==> src/dca_pkg.sv <==
// shared constants and controller/datapath interface types for the dictionary code assigner
// no dependencies
package dca_pkg;

    localparam int CAPACITY_DEF = 256;
    localparam int KEY_BITS_DEF = 32;
    localparam int IN_KEY_W     = 32;
    localparam int CMD_W        = 2;
    localparam int CODE_W       = 9;
    localparam int STATUS_W     = 2;

    localparam logic [CMD_W-1:0] CMD_CLEAR  = 2'd0;
    localparam logic [CMD_W-1:0] CMD_LOAD   = 2'd1;
    localparam logic [CMD_W-1:0] CMD_LEARN  = 2'd2;
    localparam logic [CMD_W-1:0] CMD_LOOKUP = 2'd3;

    localparam logic [STATUS_W-1:0] ST_OK        = 2'd0;
    localparam logic [STATUS_W-1:0] ST_NOT_FOUND = 2'd1;
    localparam logic [STATUS_W-1:0] ST_DUPLICATE = 2'd2;
    localparam logic [STATUS_W-1:0] ST_FULL      = 2'd3;

    typedef struct packed {
        logic capture;
        logic rd;
        logic cmp;
        logic fin;
    } dca_ctl_t;

    typedef struct packed {
        logic scan_done;
        logic hit;
        logic out_free;
    } dca_sts_t;

endpackage

==> src/dca_ctrl.sv <==
// sequencer for the key table scan: capture, read, compare, finish
// depends on dca_pkg
module dca_ctrl
(
    input  logic              clk,
    input  logic              rst_n,
    input  logic              in_valid,
    output logic              in_ready,
    input  dca_pkg::dca_sts_t sts,
    output dca_pkg::dca_ctl_t ctl
);

    localparam logic [1:0] S_IDLE = 2'd0;
    localparam logic [1:0] S_READ = 2'd1;
    localparam logic [1:0] S_CMP  = 2'd2;
    localparam logic [1:0] S_FIN  = 2'd3;

    logic [1:0] state_reg;
    logic [1:0] state_next;

    assign in_ready = (state_reg == S_IDLE);

    always_comb
    begin
        state_next  = state_reg;
        ctl         = '0;
        unique case (state_reg)
            S_IDLE:
            begin
                if (in_valid)
                begin
                    ctl.capture = 1'b1;
                    state_next  = S_READ;
                end
            end
            S_READ:
            begin
                if (sts.scan_done)
                begin
                    state_next = S_FIN;
                end
                else
                begin
                    ctl.rd     = 1'b1;
                    state_next = S_CMP;
                end
            end
            S_CMP:
            begin
                ctl.cmp    = 1'b1;
                state_next = sts.hit ? S_FIN : S_READ;
            end
            S_FIN:
            begin
                if (sts.out_free)
                begin
                    ctl.fin    = 1'b1;
                    state_next = S_IDLE;
                end
            end
            default:
            begin
                state_next = S_IDLE;
            end
        endcase
    end

    always_ff @(posedge clk or negedge rst_n)
    begin
        if (!rst_n)
        begin
            state_reg <= S_IDLE;
        end
        else
        begin
            state_reg <= state_next;
        end
    end

endmodule

==> config.mk <==
export PLATFORM = sky130hd
export DESIGN_NAME = dca_ctrl
export DESIGN_NICKNAME = d
export VERILOG_FILES = /design/src/dca_pkg.sv /design/src/dca_ctrl.sv
export SDC_FILE = /design/constraint.sdc
export NUM_CORES = 1
export LEC_CHECK = 0
export ABC_CLOCK_PERIOD_IN_PS = 800
export BUFFER_PORTS_ARGS = -buffer_cell sky130_fd_sc_hd__buf_4
export CAP_MARGIN = 0
export CORE_AREA = 8 8 45 47
export DETAILED_ROUTE_END_ITERATION = 12
export DIE_AREA = 0 0 53 55
export PLACE_DENSITY = 0.39
export SYNTH_ARGS = -nofsm -noshare
export SYNTH_HDL_FRONTEND = slang
export SYNTH_SLANG_ARGS = --single-unit
==> constraint.sdc <==
create_clock -name clk -period 0.8 [get_ports clk]
set_input_delay 0.08 -clock clk [delete_from_list [all_inputs] [get_ports clk]]
set_output_delay 0.08 -clock clk [all_outputs]
set_load 0.02 [all_outputs]
* Word-level counts from Yosys, hierarchy flattened
Index checks and enable logic that the tools add are counted.
** Cells by class
- Reduce and logical (&&, ||, !) cells :: 2
- Eq/ne operators :: 5
- Muxes and demuxes :: 12
** Operators by type and width (count)
- $mux W1 :: 8
- $pmux W2 S4 :: 1
- $mux W2 :: 3
- $eq A2 B2 Y1 const B :: 2
- $ne A2 B2 Y1 const B :: 2
- $eq A2 B1 Y1 const B :: 1
- $logic_not A2 Y1 :: 1
- $reduce_and A2 Y1 :: 1
** Storage, ports and cells
- Input port bits :: 6
- Register bits after elaboration :: 2
- Word-level logic and storage cells :: 20
- Output and inout port bits :: 5

* Longest topological paths before layout
Gate-level depths: netlist (run 1).
- Word-level depth :: 3
- Mapped depth :: 2
- Depth with buffers taken out :: 2

* Worst setup path after synthesis (run 1)
Ideal clock, no wire load.
- Path type :: register -> output
- Start :: register state_reg[0]
- End :: output ctl[3] in the netlist's numbering
- Arrival :: 1.020 ns
- Stages on the path, launching flop included :: 3
- Buffers on the path :: 0
- Setup slack :: -0.300 ns
- Required time :: 0.720 ns
- Path through :: dfrtp_1 nor2_1 and2_1
** RTL lines
- start: declaration :: RTL line dca_ctrl.sv:18 : logic [1:0] state_reg;
- start signal: assignment :: RTL line dca_ctrl.sv:76 : state_reg <= state_next;
- end: declaration :: RTL line dca_ctrl.sv:10 : output dca_pkg::dca_ctl_t ctl

==> out/qor.csv, run 1 <==
metric,value,unit
gp_congestion,0.698,
total_power,1170,uW
crit_path_start_kind,register,
vias,156,
drtAntennaViolNets,0,
yosysWarnings,0,
clock_skew,0.00602,ns
grt_pass1_wl,834,um
clock-sinks,2,
numCtsBuffers,3,
drc,0,
cts.clk_slew.worst_paths,0.04,ns
synthCells,12,
use_met1,4.56,%
end_kind,output pin,
fmax,0.897,GHz
synth_area_leader_cell,dfrtp_1,
rows,14,
peakVddDrop,812,uV
grt_pass1_vias,185,
ys_seq_area_share,45.5,%
synth_area_per_cell,9.18,um2
routed_wl,488,um
drv_slew,0,
cp.required,0.72,ns
final_common_cell,buf_4,
grt_use_total,4.32,%
largest_reg_flops,2,
hold_path_class,in -> reg,
drive_above_1_share,80.6,%
post_dp_cell_area,250,um2
grt-ovfl-total,0,
rrSetupSlack,-0.14,ns
pre_cts_ws,-0.117,ns
p_leak,0.000148,uW
via_per_inst,3.32,
use_met2,3.91,%
grt_max_degree,6,
grt.busiest_layer,met3,
power_density,3760,mW/mm2
slew_headroom,88.5,%
fin_area,310,um2
r2r-start,state_reg[0],
final_nets,38,
cp_max_fo,5,
min-delay-start,sts[1],
synthTopCellsByArea,"dfrtp_1 (45%), nor2_1 (10%), mux2i_1 (9.1%)",
synth.distinct_cells,9,
min_period,1.11,ns
tightest_slew,0.168,ns
die_h,55,um
mostFrequentLayoutCells,"buf_4 (10), buf_6 (4), clkbuf_4 (3)",
critical_path_arrival,1.03,ns
setup_viol,7,
ctsHtreeMaxLevel,1,
post-synth-top-area-fraction,45.5,%
setup_ws,-0.315,ns
port_buffers,10,
hold_viol,0,
design.core.area,0.00138,mm2
cts_root_buf,clkbuf_4,
rsz0062_at_grt,true,
clk_latency,0.23,ns
cts_buffer_depth,2,
ios,11,
rr_endpoint,state_reg[0],
hold_path_end,state_reg[1],
wl_per_cell,10.4,um
status,finished with violations,
r2r_cells,3,
cts_tree,done,
antenna_found_initial,0,
die-area,0.00292,mm2
syn_nets,18,
start_util,7.96,%
violations,negative setup slack,
synthToLayoutAreaGrowth,182,%
ys_ff_latch,2,
syn_area,110,um2
drt_iter0_markers,5,
fin_util,22.4,%
cap_violations,0,
finalCritPeriodShare,139,%
die_w,53,um
num_antenna_cells,0,
drtPass1Iterations,5,
dpl.hpwl,372,um
met3_usage,5.35,%
holdPathStages,3,
critPathKind,reg -> out,
[critical path: stages (launching register included)]
cell and delay, ns:
dfrtp_2 0.44, nor2_4 0.12, and2_4 0.14, buf_6 0.11
[cell families (layout without fill, tap and decap cells)]
logic type | count (synthesis) | count (layout) | share of synthesized area [%]
AO/OA/AOI/OAI | 2 | 2 | 12.5
multiplexers | 1 | 1 | 9.09
AND/OR/NAND/NOR | 6 | 6 | 29.6
flip-flops | 2 | 2 | 45.5
buffers and inverters | 1 | 20 | 3.41
[how the worst max path moves through the flow]
stage / from / endpoint / slack (ns) / cells after the start
floorplan: state_reg[0] / ctl[3] / -0.09 / 2
global placement: state_reg[1] / ctl[0] / -0.11 / 2
detailed placement: state_reg[1] / ctl[0] / -0.12 / 2
CTS: state_reg[1] / ctl[3] / -0.33 / 3
global route: state_reg[0] / ctl[3] / -0.37 / 3
finish: state_reg[0] / ctl[3] / -0.31 / 3
[layer usage]
| layer | wire length (um) | up-vias |
|---|---|---|
| li1 | - | 78 |
| met1 | 229 | 64 |
| met2 | 156 | 12 |
| met3 | 96 | 2 |
| met4 | 6 | 0 |
| met5 | 0 | - |
[layout make-up]
type,count,area [um2]
inverters,1,3.75
well taps,16,20.0
multi-input cells,9,77.6
flip-flops and latches,2,52.6
clock buffers,4,26.3
fillers,154,1070
repair buffers,15,130
[cells in the mapped netlist, drive strengths merged]
master and n:
a21oi 2, and2 1, and3 1, dfrtp 2
inv 1, mux2i 1, nor2 3, nor3b 1
[metrics by stage]
step	cells	hold slack, ns	setup TNS (ns)
final	47	0.111	-1.69
after global routing	47	0.136	-2.06
after CTS	47	0.110	-1.75
after detailed placement	41	-0.135	-0.581
after global placement	41	-0.136	-0.588
after floorplan	12	-0.216	-0.274
[power by group]
part / switching [uW] / internal, uW
sequential: 97.2 / 161
combinational: 275 / 382
clock: 65.9 / 186
total: 439 / 729
[what timing repair did]
| action | 4_1_cts | 5_1_grt |
|---|---|---|
| endpoints found under the hold margin | 2 | 0 |
| buffers inserted | 1 | 0 |
| setup endpoints to repair | 7 | 7 |
| hold buffers | 1 | 0 |
| pin swaps | 4 | 2 |
| gates resized for setup | 3 | 2 |
(Power assumes the default switching activity.)
==> run 2: changes to the inputs <==
--- a/config.mk
+++ b/config.mk
@@ -5,13 +5,13 @@
 export SDC_FILE = /design/constraint.sdc
 export NUM_CORES = 1
 export LEC_CHECK = 0
-export ABC_CLOCK_PERIOD_IN_PS = 800
+export ABC_CLOCK_PERIOD_IN_PS = 1300
 export BUFFER_PORTS_ARGS = -buffer_cell sky130_fd_sc_hd__buf_4
 export CAP_MARGIN = 0
 export CORE_AREA = 8 8 45 47
 export DETAILED_ROUTE_END_ITERATION = 12
 export DIE_AREA = 0 0 53 55
-export PLACE_DENSITY = 0.39
+export PLACE_DENSITY = 0.38
 export SYNTH_ARGS = -nofsm -noshare
 export SYNTH_HDL_FRONTEND = slang
 export SYNTH_SLANG_ARGS = --single-unit
==> constraint.sdc (replaced) <==
create_clock -name clk -period 1.3 [get_ports clk]
set_input_delay 0.13 -clock clk [delete_from_list [all_inputs] [get_ports clk]]
set_output_delay 0.13 -clock clk [all_outputs]
set_load 0.02 [all_outputs]
==> run 2 against run 1 <==
Net effect:
- the flow now finishes without violations
- critical path depth unchanged
- wire length down 12%
- combinational power down 61%
- sequential cell count unchanged
- largest cell class unchanged
- die area unchanged
- clock-buffer cell count down 1
- clock skew down 0.0060 ns
- largest power group unchanged
- first-iteration DRC count down 40%
- final cell count down 11%
- clock power down 45%
- critical endpoint unchanged
- highest routed layer is now met3
- worst setup slack better by 0.39 ns
==> out/qor.csv, run 2 (synthesis results as in run 1) <==
metric,value,unit
status,"complete, no violations",
peakVddDrop,769,uV
cp.required,1.17,ns
drv_slew,0,
tightest_slew,0.168,ns
fill_cells,162,
grt_pass1_vias,152,
ctsHtreeMaxLevel,1,
fmax,0.815,GHz
critical_path_arrival,1.10,ns
cts_tree,done,
port_buffers,10,
drt_iter0_markers,3,
ios,11,
cp_max_fo,5,
hold_path_class,in -> reg,
drtAntennaViolNets,0,
num_antenna_cells,0,
p_leak,0.000122,uW
slowest_delay,0.41,ns
grt_pass1_wl,724,um
drc,0,
die_w,53,um
final_nets,34,
largest_reg_flops,2,
vias,138,
wl_per_cell,10.2,um
rsz0062_at_grt,false,
final_cells,42,
critPathSlowestCell,dfrtp_1,
final_common_cell,buf_4,
cts_buffer_depth,2,
hold_viol,0,
mostFrequentLayoutCells,"buf_4 (10), nor2_1 (3), clkbuf_4 (3)",
cts.clk_slew.worst_paths,0.03,ns
setup_ws,0.0729,ns
power_density,2220,mW/mm2
crit_chain,nor2_1 > and2_1 > buf_4,
drive_above_1_share,57.7,%
grt_use_total,4.05,%
via_per_inst,3.29,
drtPass1Iterations,2,
design.core.area,0.00138,mm2
start_util,7.96,%
setup_viol,0,
gp_congestion,0.597,
pre_cts_ws,0.311,ns
numCtsBuffers,3,
die-area,0.00292,mm2
clock-sinks,2,
placed_cells,38,
synthToLayoutAreaGrowth,116,%
min_period,1.23,ns
clk_latency,0.22,ns
crit_path_start_kind,register,
post-cts-setup-buffers,0,
cap_violations,0,
grt_max_degree,7,
routed_wl,430,um
finalCritPeriodShare,94.4,%
grt-ovfl-total,0,
end_kind,output pin,
critPathKind,reg -> out,
dpl.hpwl,361,um
antenna_found_initial,0,
clock_skew,0.0000532,ns
cts_root_buf,clkbuf_4,
setup_tns,0,ns
rows,14,
die_h,55,um
fin_util,17.2,%
slew_headroom,88.5,%
==> run 2: final cells by class <==
type / instances / area, um2 / share of cell area (%)
Timing Repair Buffer: 11 / 85.1 / 35.8
Multi-Input combinational cell: 9 / 56.3 / 23.7
Sequential cell: 2 / 50.0 / 21.1
Clock buffer: 3 / 22.5 / 9.47
Tap cell: 16 / 20.0 / 8.42
Inverter: 1 / 3.75 / 1.58
==> run 2: path summary, 6_finish.rpt <==
check / from / slack (ns) / depth (start not counted) / to
worst max-delay path: state_reg[1] / 0.07 / 3 / ctl[3]
worst min-delay path: sts[1] / 0.15 / 3 / state_reg[1]
worst max register to register: state_reg[0] / 0.45 / 2 / state_reg[0]
worst min register to register: state_reg[0] / 0.60 / 2 / state_reg[1]
max in group asynchronous: rst_n / 0.98 / 2 / state_reg[0]
min in group asynchronous: rst_n / 0.24 / 2 / state_reg[0]
==> run 2: worst max-delay path: cells and delay by family (launching register included) <==
kind,cells,cell delay (ns)
DFF,1,0.41
buffers and inverters,1,0.15
and+or+nand+nor,2,0.32
==> run 2: layer usage <==
layer	track usage, %	vias up	wire (um)
li1	-	69	-
met1	4.11	58	209
met2	4.10	11	153
met3	5.35	0	66
met4	2.59	0	0
met5	0	-	0
==> run 2: repair_timing <==
action	in CTS	in global routing
gates resized for setup	0	0
hold buffers	1	0
hold endpoints to repair	2	0
==> run 2: per-stage QoR <==
stage          area, um2  hold slack, ns  total power [uW]
3_3_place_gp         205         -0.0861               395
3_5_place_dp         205         -0.0860               396
2_1_floorplan        110          -0.166               278
5_1_grt              238           0.164               583
4_1_cts              238           0.142               549
6_report             238           0.146               528
==> run 2: power breakdown <==
part / internal (uW) / switching (uW) / leakage (uW) / total [uW]
Clock: 102 / 36.1 / 0.0000138 / 138
Combinational: 120 / 135 / 0.0000865 / 254
Sequential: 93.2 / 42.8 / 0.0000220 / 136
Total: 315 / 214 / 0.000122 / 528
==> run 3: changes to the inputs <==
==> constraint.sdc (replaced) <==
create_clock -name clk -period 1.3 [get_ports clk]
set_input_delay 0.13 -clock clk [delete_from_list [all_inputs] [get_ports clk]]
set_output_delay 0.13 -clock clk [all_outputs]
set_load 0.05 [all_outputs]
==> run 3 against run 2 <==
Net effect:
- global-route usage down 0.28 points
- clock-buffer cell count unchanged
- clock skew up 0.00051 ns
- via count down 3.6%
- critical path type unchanged
- largest cell class unchanged
==> out/qor.csv, run 3 (synthesis results as in run 1) <==
metric,value,unit
grt-ovfl-total,0,
setup_viol,0,
cts_tree,done,
drc,0,
clock_power_share,20.2,%
grt_pass1_vias,168,
setup_ws,0.0702,ns
min_period,1.23,ns
drive_above_1_share,69.2,%
rsz0062_at_grt,false,
internal_power,329,uW
synthToLayoutAreaGrowth,127,%
drtAntennaViolNets,0,
cts.clk_slew.worst_paths,0.03,ns
finalCritPeriodShare,94.6,%
slew_headroom,88.5,%
cts_root_buf,clkbuf_4,
clock-sinks,2,
drv_slew,0,
fill_cells,158,
gp_congestion,0.702,
critPathKind,reg -> out,
post_dp_cell_area,213,um2
mostFrequentLayoutCells,"buf_4 (9), clkbuf_4 (3), nor2_1 (2)",
critical_path_arrival,1.10,ns
post-cts-setup-buffers,0,
cap_violations,0,
power_frac_seq,22.1,%
die-area,0.00292,mm2
clock_skew,0.000560,ns
ctsHtreeMaxLevel,1,
hold_viol,0,
via_per_inst,3.17,
p_leak,0.000124,uW
end_kind,output pin,
port_buffers,10,
power_density,2650,mW/mm2
die_h,55,um
ios,11,
cp_max_fo,5,
final_common_cell,buf_4,
design.core.area,0.00138,mm2
fin_area,250,um2
rows,14,
pre_cts_ws,0.275,ns
status,"complete, no violations",
wl_per_cell,10.1,um
cts_buffer_depth,2,
drt_iter0_markers,1,
die_w,53,um
fin_util,18.1,%
p_switching,335,uW
num_antenna_cells,0,
cp.required,1.17,ns
peakVddDrop,752,uV
numCtsBuffers,3,
start_util,7.96,%
drtPass1Iterations,2,
hold_path_class,in -> reg,
vias,133,
p_sw_share,50.4,%
tightest_slew,0.168,ns
fmax,0.813,GHz
comb_power_share,57.7,%
antenna_found_initial,0,
clk_latency,0.22,ns
grt_use_total,3.77,%
routed_wl,423,um
grt_max_degree,7,
largest_reg_flops,2,
grt_pass1_wl,703,um
final_nets,34,
crit_path_start_kind,register,
==> run 3: cell counts in the layout (fill, tap and decap cells not counted) <==
No cell type changed its count.
==> run 3: stage by stage <==
stage	TNS, ns	power [uW]	cells	hold slack (ns)
final	0	664	42	0.151
after CTS	0	671	42	0.146
after global routing	0	704	42	0.146
after floorplan	-0.213	407	12	-0.166
after detailed placement	0	523	38	-0.0855
after global placement	0	524	38	-0.0855
==> run 3: timing repair <==
| item | in CTS | in global routing |
|---|---|---|
| setup endpoints to repair | 0 | 2 |
| gates resized for setup | 0 | 2 |
| hold endpoints to repair | 2 | 0 |
| hold buffers | 1 | 0 |
==> run 3: layer usage <==
layer  global-route usage, %  part of all wire, %  vias to the layer above
li1                        -                    -                       69
met1                    3.19                   43                       57
met2                    4.49                   40                        7
met3                    5.08                   17                        0
met4                    2.59                    0                        0
met5                       0                    0                        -
==> run 3: critical path, cell delays in order, from the launching register on <==
cell,delay [ns]
dfrtp_1,0.42
and3_2,0.25
buf_4,0.21
==> run 3: path summary, 6_finish.rpt <==
| kind | start | end | slack (ns) | cells past startpoint |
|---|---|---|---|---|
| max reg2reg | state_reg[0] | state_reg[0] | 0.45 | 2 |
| min reg2reg | state_reg[0] | state_reg[1] | 0.58 | 2 |
| min in group asynchronous | rst_n | state_reg[1] | 0.24 | 2 |
| max | state_reg[1] | ctl[0] | 0.07 | 2 |
| max in group asynchronous | rst_n | state_reg[0] | 0.96 | 2 |
| min | sts[1] | state_reg[1] | 0.15 | 3 |
==> run 3: layout make-up <==
type	instances	area, um2	area share (%)
Timing Repair Buffer	11	88.8	35.5
Sequential cell	2	51.3	20.5
Clock buffer	3	22.5	9.00
Multi-Input combinational cell	9	63.8	25.5
Tap cell	16	20.0	8.00
Inverter	1	3.75	1.50
==> run 3: power groups by stage <==
| stage | clock network, uW | registers (uW) | logic [uW] |
|---|---|---|---|
| final | 134 | 147 | 383 |
| after global routing | 147 | 154 | 403 |
| after detailed placement | 0 | 144 | 380 |
| after global placement | 0 | 143 | 381 |
| after CTS | 144 | 143 | 383 |
| after floorplan | 0 | 132 | 274 |
